File: src/design/sust_pkg.sv
`default_nettype none

package sust_pkg;

	localparam int DefCapacity = 16;
	localparam int ValW        = 32;

	typedef enum logic [1:0] {
		ACT_INSERT = 2'd0,
		ACT_READ   = 2'd1,
		ACT_REMOVE = 2'd2
	} action_t;

	typedef enum logic [2:0] {
		ST_OK    = 3'd0,
		ST_DUP   = 3'd1,
		ST_EMPTY = 3'd2,
		ST_RANGE = 3'd3,
		ST_FULL  = 3'd4
	} status_t;

	typedef enum logic [1:0] {
		FSM_IDLE  = 2'd0,
		FSM_CMP   = 2'd1,
		FSM_APPLY = 2'd2
	} fsm_t;

	// Broadcast control from the sequencer to every cell
	typedef struct packed {
		logic                   cmp_en;
		logic                   ins_en;
		logic                   rem_en;
		logic signed [ValW-1:0] value;
	} cell_ctrl_t;

endpackage

`default_nettype wire

File: src/design/sorted_unique_set_table.sv
// Channel  Direction  Handshake            Payload
// in       input      in_valid / in_stall  action, value, position
// out      output     out_valid / out_stall read_value, status, entry_count
//
// Each request passes through three steps: accept, compare in every cell, apply.
// The apply step waits while a previous result is held by out_stall.
// Reset clears the entry count and the output valid; entries are undefined
// until written and are only read below the count.
// in_stall is high from acceptance until the apply step completes.
`default_nettype none

module sorted_unique_set_table #(
	parameter int CAPACITY = sust_pkg::DefCapacity
) (
	input  wire                               clk,
	input  wire                               arst_n,
	input  wire                               in_valid,
	output logic                              in_stall,
	input  wire  [1:0]                        action,
	input  wire  signed [sust_pkg::ValW-1:0]  value,
	input  wire  [3:0]                        position,
	output logic                              out_valid,
	input  wire                               out_stall,
	output logic signed [sust_pkg::ValW-1:0]  read_value,
	output logic [2:0]                        status,
	output logic [4:0]                        entry_count
);
	import sust_pkg::*;

	localparam int CntW = $clog2(CAPACITY + 1);
	localparam int IdxW = $clog2(CAPACITY);
	localparam int PosW = IdxW + 4;

	fsm_t                   state_q, state_d;
	logic [1:0]             action_q;
	logic signed [ValW-1:0] value_q;
	logic [3:0]             pos_q;
	logic [CntW-1:0]        count_q, count_d;
	logic                   out_valid_q;
	logic signed [ValW-1:0] read_value_q;
	status_t                status_q;
	logic [4:0]             entry_count_q;

	cell_ctrl_t             ctrl;
	logic signed [ValW-1:0] entries [CAPACITY];
	logic [CAPACITY-1:0]    lt_v;
	logic [CAPACITY-1:0]    eq_v;
	logic [CAPACITY-1:0]    occ_v;
	logic [CAPACITY-1:0]    rem_v;

	logic                   apply_go;
	logic [PosW-1:0]        pos_ext;
	logic [PosW-1:0]        cnt_ext;
	logic [IdxW-1:0]        rd_idx;
	logic [CntW+4:0]        cnt_wide;
	logic signed [ValW-1:0] rv_d;
	status_t                status_d;

	assign pos_ext  = {{IdxW{1'b0}}, pos_q};
	assign cnt_ext  = {{(PosW - CntW){1'b0}}, count_q};
	assign rd_idx   = pos_ext[IdxW-1:0];
	assign cnt_wide = {5'b0, count_d};
	assign apply_go = (state_q == FSM_APPLY) && (!out_valid_q || !out_stall);

	// Build the cell chain
	for (genvar g = 0; g < CAPACITY; g++) begin : g_cell
		assign occ_v[g] = (CntW'(g) < count_q);
		assign rem_v[g] = (PosW'(g) >= pos_ext);

		if (g == 0) begin : g_first
			sust_cell u_cell (
				.clk        (clk),
				.ctrl       (ctrl),
				.occupied   (occ_v[g]),
				.rem_take   (rem_v[g]),
				.prev_lt    (1'b1),
				.prev_entry (value_q),
				.next_entry (entries[(g + 1) % CAPACITY]),
				.entry      (entries[g]),
				.lt         (lt_v[g]),
				.eq         (eq_v[g])
			);
		end else if (g == CAPACITY - 1) begin : g_last
			sust_cell u_cell (
				.clk        (clk),
				.ctrl       (ctrl),
				.occupied   (occ_v[g]),
				.rem_take   (rem_v[g]),
				.prev_lt    (lt_v[g-1]),
				.prev_entry (entries[g-1]),
				.next_entry (entries[g]),
				.entry      (entries[g]),
				.lt         (lt_v[g]),
				.eq         (eq_v[g])
			);
		end else begin : g_mid
			sust_cell u_cell (
				.clk        (clk),
				.ctrl       (ctrl),
				.occupied   (occ_v[g]),
				.rem_take   (rem_v[g]),
				.prev_lt    (lt_v[g-1]),
				.prev_entry (entries[g-1]),
				.next_entry (entries[g+1]),
				.entry      (entries[g]),
				.lt         (lt_v[g]),
				.eq         (eq_v[g])
			);
		end
	end

	// Hold the accepted request
	always_ff @(posedge clk) begin
		if (in_valid && !in_stall) begin
			action_q <= action;
			value_q  <= value;
			pos_q    <= position;
		end
	end

	// Advance the sequencer and the count
	always_ff @(posedge clk or negedge arst_n) begin
		if (!arst_n) begin
			state_q <= FSM_IDLE;
			count_q <= '0;
		end else begin
			state_q <= state_d;
			count_q <= count_d;
		end
	end

	// Decide next state, cell controls and the result
	always_comb begin
		state_d      = state_q;
		count_d      = count_q;
		in_stall     = 1'b1;
		ctrl.cmp_en  = 1'b0;
		ctrl.ins_en  = 1'b0;
		ctrl.rem_en  = 1'b0;
		ctrl.value   = value_q;
		rv_d         = '0;
		status_d     = ST_OK;
		case (state_q)
			FSM_IDLE: begin
				in_stall = 1'b0;
				if (in_valid) begin
					state_d = FSM_CMP;
				end
			end
			FSM_CMP: begin
				ctrl.cmp_en = 1'b1;
				state_d     = FSM_APPLY;
			end
			FSM_APPLY: begin
				case (action_q)
					ACT_INSERT: begin
						if (|eq_v) begin
							status_d = ST_DUP;
						end else if (count_q >= CntW'(CAPACITY)) begin
							status_d = ST_FULL;
						end else begin
							ctrl.ins_en = apply_go;
						end
					end
					ACT_READ, ACT_REMOVE: begin
						if (count_q == '0) begin
							status_d = ST_EMPTY;
						end else if (pos_ext >= cnt_ext) begin
							status_d = ST_RANGE;
						end else if (action_q == ACT_READ) begin
							rv_d = entries[rd_idx];
						end else begin
							ctrl.rem_en = apply_go;
						end
					end
					default: begin
						status_d = ST_OK;
					end
				endcase
				if (apply_go) begin
					state_d = FSM_IDLE;
					if (ctrl.ins_en) begin
						count_d = count_q + 1'b1;
					end else if (ctrl.rem_en) begin
						count_d = count_q - 1'b1;
					end
				end
			end
			default: begin
				state_d = FSM_IDLE;
			end
		endcase
	end

	// Load the output register, drop it once taken
	always_ff @(posedge clk or negedge arst_n) begin
		if (!arst_n) begin
			out_valid_q <= 1'b0;
		end else if (apply_go) begin
			out_valid_q <= 1'b1;
		end else if (!out_stall) begin
			out_valid_q <= 1'b0;
		end
	end

	always_ff @(posedge clk) begin
		if (apply_go) begin
			read_value_q  <= rv_d;
			status_q      <= status_d;
			entry_count_q <= cnt_wide[4:0];
		end
	end

	assign out_valid   = out_valid_q;
	assign read_value  = read_value_q;
	assign status      = status_q;
	assign entry_count = entry_count_q;

`ifndef SYNTHESIS
	a_accept_to_cmp: assert property (@(posedge clk) disable iff (!arst_n)
		in_valid && !in_stall |=> state_q == FSM_CMP)
		else $error("accepted request did not enter compare");

	a_count_bound: assert property (@(posedge clk) disable iff (!arst_n)
		count_q <= CntW'(CAPACITY))
		else $error("entry count exceeds capacity");

	a_count_on_apply: assert property (@(posedge clk) disable iff (!arst_n)
		!$stable(count_q) |-> $past(apply_go))
		else $error("entry count changed outside apply");

	a_result_on_apply: assert property (@(posedge clk) disable iff (!arst_n)
		$rose(out_valid_q) |-> $past(state_q) == FSM_APPLY)
		else $error("result appeared without apply");
`endif

endmodule

`default_nettype wire

File: src/design/sust_cell.sv
`default_nettype none

module sust_cell (
	input  wire                                clk,
	input  wire  sust_pkg::cell_ctrl_t         ctrl,
	input  wire                                occupied,
	input  wire                                rem_take,
	input  wire                                prev_lt,
	input  wire  signed [sust_pkg::ValW-1:0]   prev_entry,
	input  wire  signed [sust_pkg::ValW-1:0]   next_entry,
	output logic signed [sust_pkg::ValW-1:0]   entry,
	output logic                               lt,
	output logic                               eq
);
	import sust_pkg::*;

	logic signed [ValW-1:0] entry_q;
	logic                   lt_q;
	logic                   eq_q;

	// Compare the stored entry against the broadcast value
	always_ff @(posedge clk) begin
		if (ctrl.cmp_en) begin
			lt_q <= occupied && (entry_q < ctrl.value);
			eq_q <= occupied && (entry_q == ctrl.value);
		end
	end

	// Shift up on insert at or after the slot, shift down on remove
	always_ff @(posedge clk) begin
		if (ctrl.ins_en && !lt_q) begin
			entry_q <= prev_lt ? ctrl.value : prev_entry;
		end else if (ctrl.rem_en && rem_take) begin
			entry_q <= next_entry;
		end
	end

	assign entry = entry_q;
	assign lt    = lt_q;
	assign eq    = eq_q;

endmodule

`default_nettype wire

File: config.mk
export PLATFORM = sky130hd
export DESIGN_NAME = sorted_unique_set_table
export DESIGN_NICKNAME = d
export VERILOG_FILES = /design/src/design/sust_pkg.sv /design/src/design/sorted_unique_set_table.sv /design/src/design/sust_cell.sv
export SDC_FILE = /design/constraint.sdc
export NUM_CORES = 2
export LEC_CHECK = 0
export BUFFER_PORTS_ARGS = -buffer_cell sky130_fd_sc_hd__buf_2
export CORE_ASPECT_RATIO = 0.8
export CORE_MARGIN = 2
export CORE_UTILIZATION = 65
export CTS_CLUSTER_DIAMETER = 50
export DETAILED_ROUTE_END_ITERATION = 16
export PLACE_DENSITY = 0.89
export SLEW_MARGIN = 0
export SYNTH_ARGS = -nofsm -noshare
export SYNTH_HDL_FRONTEND = slang
export SYNTH_SLANG_ARGS = --single-unit
File: constraint.sdc
create_clock -name clk -period 8.4 [get_ports clk]
set_input_delay 1.26 -clock clk [delete_from_list [all_inputs] [get_ports clk]]
set_output_delay 1.26 -clock clk [all_outputs]
set_load 0.005 [all_outputs]
[After elaboration in Yosys (flattened, before gate mapping)]
Cells that the tools add are included.
Word-level totals
  register bits after elaboration: 630
  bits of input ports: 42
  output and inout bits: 42
  logic and storage cells: 316
Cells by class
  add/sub/neg operators: 2
  magnitude comparators: 50
  eq/ne operators: 23
  muxes and demuxes: 74
  bitwise gates (word level): 4
  reduce and logical (&&, ||, !) cells: 106
Operator list (number)
  2-to-1 mux 32 bit: 47
  equality test 32 bit: 16
  < comparator 32 bit: 16
  binary-select mux 32 bit (select 4 bit): 1
  logical AND 1 bit: 65
  < comparator 4 x 5 -> 1 bit, first input constant: 8
  nonzero test 2 bit: 15
  >= comparator 4 bit, first input constant: 7
  < comparator 3 x 5 -> 1 bit, first input constant: 4
  2-to-1 mux 5 bit: 4
  zero test 1 bit: 18
  >= comparator 3 x 4 -> 1 bit, first input constant: 4
  OR reduction 16 bit: 1
  2-to-1 mux 1 bit: 13
  >= comparator 5 bit, second input constant: 2
  < comparator 1 x 5 -> 1 bit, first input constant: 2
  < comparator 2 x 5 -> 1 bit, first input constant: 2
  2-to-1 mux 2 bit: 5
  >= comparator 1 x 4 -> 1 bit, first input constant: 2
  >= comparator 2 x 4 -> 1 bit, first input constant: 2
  2-to-1 mux 3 bit: 2
  one-hot mux 2 bit (3 select lines): 1
  one-hot mux 3 bit (2 select lines): 1
  adder 5 x 1 -> 5 bit, second input constant: 1
  14 further kinds: 20

[Depth between registers and ports, before layout]
  depth in word-level cells: 12
  gate-level depth with buffers: 13
  gate-level depth less buffers: 8

[Modules after synthesis]
From an unflattened synthesis, not the netlist that was laid out.
Unflattened totals
  cells, all modules: 4633
  area, all modules: 47559.4 um2
Modules (own cells, without submodules)
  sust_cell at g_cell[0].g_first.u_cell ...: times used 15, cells an instance 262, area an instance 2514.9 um2, seq. area each 1021.0 um2
  sorted_unique_set_table: times used 1, cells an instance 441, area an instance 7317.0 um2, seq. area each 2542.4 um2
  sust_cell at g_cell[11].g_mid.u_cell: times used 1, cells an instance 262, area an instance 2518.7 um2, seq. area each 1021.0 um2

[Least setup slack after synthesis]
No wires, ideal clock.
  path type: register to register
  start: register pos_q[0]
  end: register g_cell[0].g_first.u_cell.entry_q[0] (enable)
  library setup time: 0.511 ns
  data arrival time: 5.674 ns
  data required time: 7.889 ns
  path slack: 2.216 ns
  cell stages (with the launch flop): 13
  buffers on the path: 4
  clock period less this slack: 6.184 ns
  cells stage by stage: edfxtp_1 -> buf_2 -> buf_2 -> buf_2 -> buf_2 -> inv_1 -> ha_1 -> nand2b_1 -> a21oi_1 -> o211ai_1 -> nand2_1 -> nand3_1 -> o41ai_1
On the way
  word-level cells in the longest chain between the ends: 8
  elaborated cells on any way between the ends: 9
  classes of those cells: order compare: 2; mux: 5; reduce/logical: 2
RTL lines
  start, declared: RTL line sorted_unique_set_table.sv:37  | logic [3:0] pos_q;
  start signal, assigned: RTL line sorted_unique_set_table.sv:117  | pos_q <= position;
  >= comparator 4 x 5 -> 1 bit: RTL line sorted_unique_set_table.sv:168  | end else if (pos_ext >= cnt_ext) begin
  2-to-1 mux 1 bit: RTL line sorted_unique_set_table.sv:168
  2-to-1 mux 1 bit: RTL line sorted_unique_set_table.sv:166  | if (count_q == '0) begin
  2-to-1 mux 1 bit: RTL line sorted_unique_set_table.sv:155  | case (action_q)
  2-to-1 mux 1 bit: RTL line sorted_unique_set_table.sv:143  | case (state_q)
  2-to-1 mux 2 bit: RTL line sorted_unique_set_table.sv:143
  logical AND 1 bit *: RTL line sust_cell.sv:33  | end else if (ctrl.rem_en && rem_take) begin
  nonzero test 2 bit (no line) *
  end signal, assigned: RTL line sust_cell.sv:32  | entry_q <= prev_lt ? ctrl.value : prev_entry;
  end signal, assigned: RTL line sust_cell.sv:34  | entry_q <= next_entry;
  end, declared: RTL line sust_cell.sv:17  | logic signed [ValW-1:0] entry_q;
Every way passes the cells marked *; elsewhere a longest branch is shown, timed or not. The select of a mux whose other input is x is not followed.
A chain may end at the register's enable or synchronous reset.

[Final worst setup path]
  start: register pos_q[0]
  end: register g_cell[6].g_mid.u_cell.entry_q[11] (enable)
On the way
  word-level cells in the longest chain between the ends: 8
  elaborated cells on any way between the ends: 9
  classes of those cells: order compare: 2; mux: 5; reduce/logical: 2
RTL lines (RTL line)
  >= comparator 4 x 5 -> 1 bit: sorted_unique_set_table.sv:168
  2-to-1 mux 1 bit: sorted_unique_set_table.sv:168
  2-to-1 mux 1 bit: sorted_unique_set_table.sv:166
  2-to-1 mux 1 bit: sorted_unique_set_table.sv:155
  2-to-1 mux 1 bit: sorted_unique_set_table.sv:143
  2-to-1 mux 2 bit: sorted_unique_set_table.sv:143
  logical AND 1 bit *: sust_cell.sv:33
  nonzero test 2 bit (no line) *
  end signal, assigned: sust_cell.sv:32
  end signal, assigned: sust_cell.sv:34
  end, declared: sust_cell.sv:17
Marked as above.

==> out/results.tsv <==
stage	metric	value	unit
global_route	grt_overflow	0	
clock_tree	ctsRootBufferMaster	clkbuf_16	
synth	yosysSeqAreaShare	0.4132	
cells_and_area	post-route-cell-area	49000	µm²
timing	finClkSkew	0.02367	ns
timing	timing.setup.tns	0	ns
synth	syn_area	45680	µm²
place	port-buffer-count	83	
clock_tree	count_of_hold_fix_buffers_inserted_at_cts	0	
place	dpl_cell_area	46600	µm²
timing	rsz0062_at_grt	false	
global_route	grt_pass1_wl	207000	µm
worst_setup_path	critPathLaunchType	flip-flop	
clock_tree	cts.sinks	630	
route	routed_wire_length_per_instance	27.47	µm
clock_tree	cts_htree_levels	3	
power	design_power_total	10.08	mW
floorplanning	effective_utilization_at_floorplan	0.6603	
place	routabilityCongestion	1.014	
clock_tree	clkSlewWorstSetupHoldPaths	0.07	ns
power	static_leakage	19.45	nW
timing	total_count_of_max_transition_violations_in_the_final_report	0	
route	via_count	36270	
global_route	maximum_number_of_pins_on_one_net_before_global_route_repair	118	
run	maxCapViolations	0	
synth	synth_cell_types	67	
worst_setup_path	cp_data_arrival_time	4.87	ns
timing	timing.max_slew.rel_slack	0.1696	
clock_tree	cts_setup_buffers	0	
synth	synth.net_count	4595	
cells_and_area	top_library_cells_by_usage_in_the_layout_fill_and_taps_aside	edfxtp_1 (622), a21oi_1 (586), ha_1 (523), nor2_1 (502), mux2i_1 (453)	
synth	synth-seq-cells	630	
clock_tree	post_cts.resized_instances	0	
power	power-per-cell-area	205.7	nW/µm²
route	dr.pass1.iters	7	
power	power.ir.vdd_worst	203.9	µV
cells_and_area	mostFrequentLayoutCell	edfxtp_1	
worst_setup_path	cp.required	8.64	ns
worst_setup_path	critPathMaxFanout	32	
timing	timing.final.setup_violations	0	
synth	count_of_flip_flops_with_a_built_in_enable_after_synthesis	622	
floorplanning	die_width	300.4	µm
cells_and_area	area_delta_synth_final	7.263	%
timing	worst-slew-pin-transition	1.246	ns
timing	fin_crit	4.629	ns
min_path	worstHoldPathType	in2async	
worst_setup_path	worst_setup_path_end_kind	flip-flop	
clock_tree	cts_inserted_buffers	73	
worst_setup_path	critical_path_class	reg2reg	
place	place.detailed.hpwl	98990	µm
synth	synthesis.area_per_instance	11.34	µm²
global_route	grt_usage	0.3763	
worst_setup_path	slowest_delay	1.12	ns
global_route	antenna_found_initial	6	
floorplanning	placementRows	86	
worst_setup_path	critical_path.slowest_cell	o22ai_4	
clock_tree	cts_max_path_buffers	3	
floorplanning	core_area	69190	µm²
cells_and_area	design.final.nets	4573	
status	status	completed	
floorplanning	die_height	241.1	µm
synth	asyncSetResetFlopFracSynth	0.01270	
timing	min_period_over_period	0.5510	
global_route	first_global_vias	35130	
synth	synth_cells	4030	
floorplanning	fp.dieArea	72430	µm²
synth	synth_top_flop_cell	edfxtp_1	
synth	yosys_warnings	0	
clock_tree	clk_latency	0.64	ns
route	drt_drc_violations_left	0	
timing	finalHoldViolCount	0	
route	detail-route-antenna-nets	0	
route	viasPerCell	7.268	
floorplanning	ports_placed_on_the_boundary	84	
cells_and_area	drive_above_1_share	0.1341	
route	routed_wirelength	137100	µm
worst_setup_path	critical_path_cell_by_cell	inv_1, ha_1, nand2b_1, a21oi_1, o211ai_1, nand2_1, nand3_1, o22ai_4	
timing	max_freq	216.0	MHz
clock_tree	cts_tree	built	
route	detailedRoute.firstIterationViolations	5338	
## sequential cells by signal, summed over array words and instances (netlist names), 2 cells and up
signal / cells
g_cell.g_mid.u_cell.lt: 14
value_q: 32
state_q: 2
entry_count: 5
action_q: 2
read_value: 32
g_cell.g_first.u_cell.entry: 32
count_q: 5
status: 3
pos_q: 4
g_cell.g_last.u_cell.entry: 32
g_cell.g_mid.u_cell.eq: 14
g_cell.g_mid.u_cell.entry: 448
## critical path: cells and delay by family (launching register included)
family,cells,cell delay [ns]
and+or+nand+nor,3,1.26
DFF,1,1.08
buffers and inverters,1,0.11
AOI/OAI and AO/OA,3,1.45
adders and majority gates,1,0.32
## where the power goes
group / switching, mW / internal (mW) / leakage [nW]
Combinational: 1.69 / 1.10 / 12.5
Clock: 1.38 / 1.91 / 1.17
Sequential: 0.294 / 3.72 / 5.76
Total: 3.36 / 6.72 / 19.4
## metrics by stage
step / utilization / setup WS [ns] / std cells / hold slack, ns
6_report: 0.7082 / 3.771 / 4990 / 0.4977
5_1_grt: 0.7082 / 3.549 / 4989 / 0.4970
4_1_cts: 0.7082 / 3.969 / 4989 / 0.4755
3_5_place_dp: 0.6736 / 3.973 / 4857 / 0.5748
3_3_place_gp: 0.6736 / 4.038 / 4857 / 0.5259
2_1_floorplan: - / 2.216 / 4030 / 0.5064
## area by class of cell
class / count / area [µm²]
Antenna cell: 1 / 2.502
Clock buffer: 95 / 2047
Clock inverter: 37 / 349.1
Fill cell: 4473 / 20190
Inverter: 75 / 281.5
Multi-Input combinational cell: 3083 / 25390
Sequential cell: 630 / 18880
Tap cell: 924 / 1156
Timing Repair Buffer: 145 / 893.4
## cells by family after synthesis
family                   share of synthesized area
multiplexers                                0.1868
adder cells (fa/ha/maj)                     0.1432
AO/OA/AOI/OAI                               0.1208
AND/OR/NAND/NOR                             0.1002
flip-flops                                  0.4132
XOR/XNOR                                 0.0005753
buffers and inverters                      0.03511
## final timing paths
| kind | from | end | slack, ns | depth (start not counted) |
|---|---|---|---|---|
| max | pos_q[0] | g_cell[6].g_mid.u_cell.entry[11] | 3.77 | 8 |
| min | arst_n | count_q[2] | 0.50 | 1 |
| max reg2reg | pos_q[0] | g_cell[6].g_mid.u_cell.entry[11] | 3.77 | 8 |
| min reg2reg | out_valid | out_valid | 0.59 | 2 |
| max in group asynchronous | arst_n | state_q[0] | 7.67 | 1 |
| min in group clk | out_valid | out_valid | 0.59 | 2 |
## routing by layer
metal  GRT usage  share of wire  routed length (µm)  up-vias
li1            -              -                   -    15530
met1      0.5117           0.37               50760    17240
met2      0.5313           0.41               56000     3019
met3      0.1529           0.17               23700      474
met4      0.1621          0.048                6602        2
met5           0       0.000095                  13        -
## Yosys cell counts (all sizes together), types with 4 or more instances
cell     count  area, µm²
and2         4      25.03
or2          5      31.28
o21bai       5      37.54
a31oi        5      31.28
nor4        26      162.7
dfrtp        8      200.2
nor2       518       2146
nand4       78      488.0
nand2      130      488.0
a21o        50      375.4
o22ai       13      81.33
a2111oi      5      43.79
o21a         9      67.56
nand3       39      195.2
nor3        26      130.1
a21oi      640       3406
or3          8      50.05
a221oi      22      192.7
edfxtp     622      18680
o21ai      132      660.6
o211ai      19      142.6
nor2b       62      387.9
mux2i      453       4534
mux4       160       3603
ha         523       6544
a221o        6      60.06
clkbuf     126      473.0
o41ai        7      61.31
buf        116      849.6
and3        10      62.56
mux2        35      394.1
and4        35      306.5
a21bo        4      40.04
nand2b       6      37.54
a211oi       6      45.04
inv         74      277.8
a21boi       8      60.06
No activity file was read; power rests on OpenSTA's default activity.
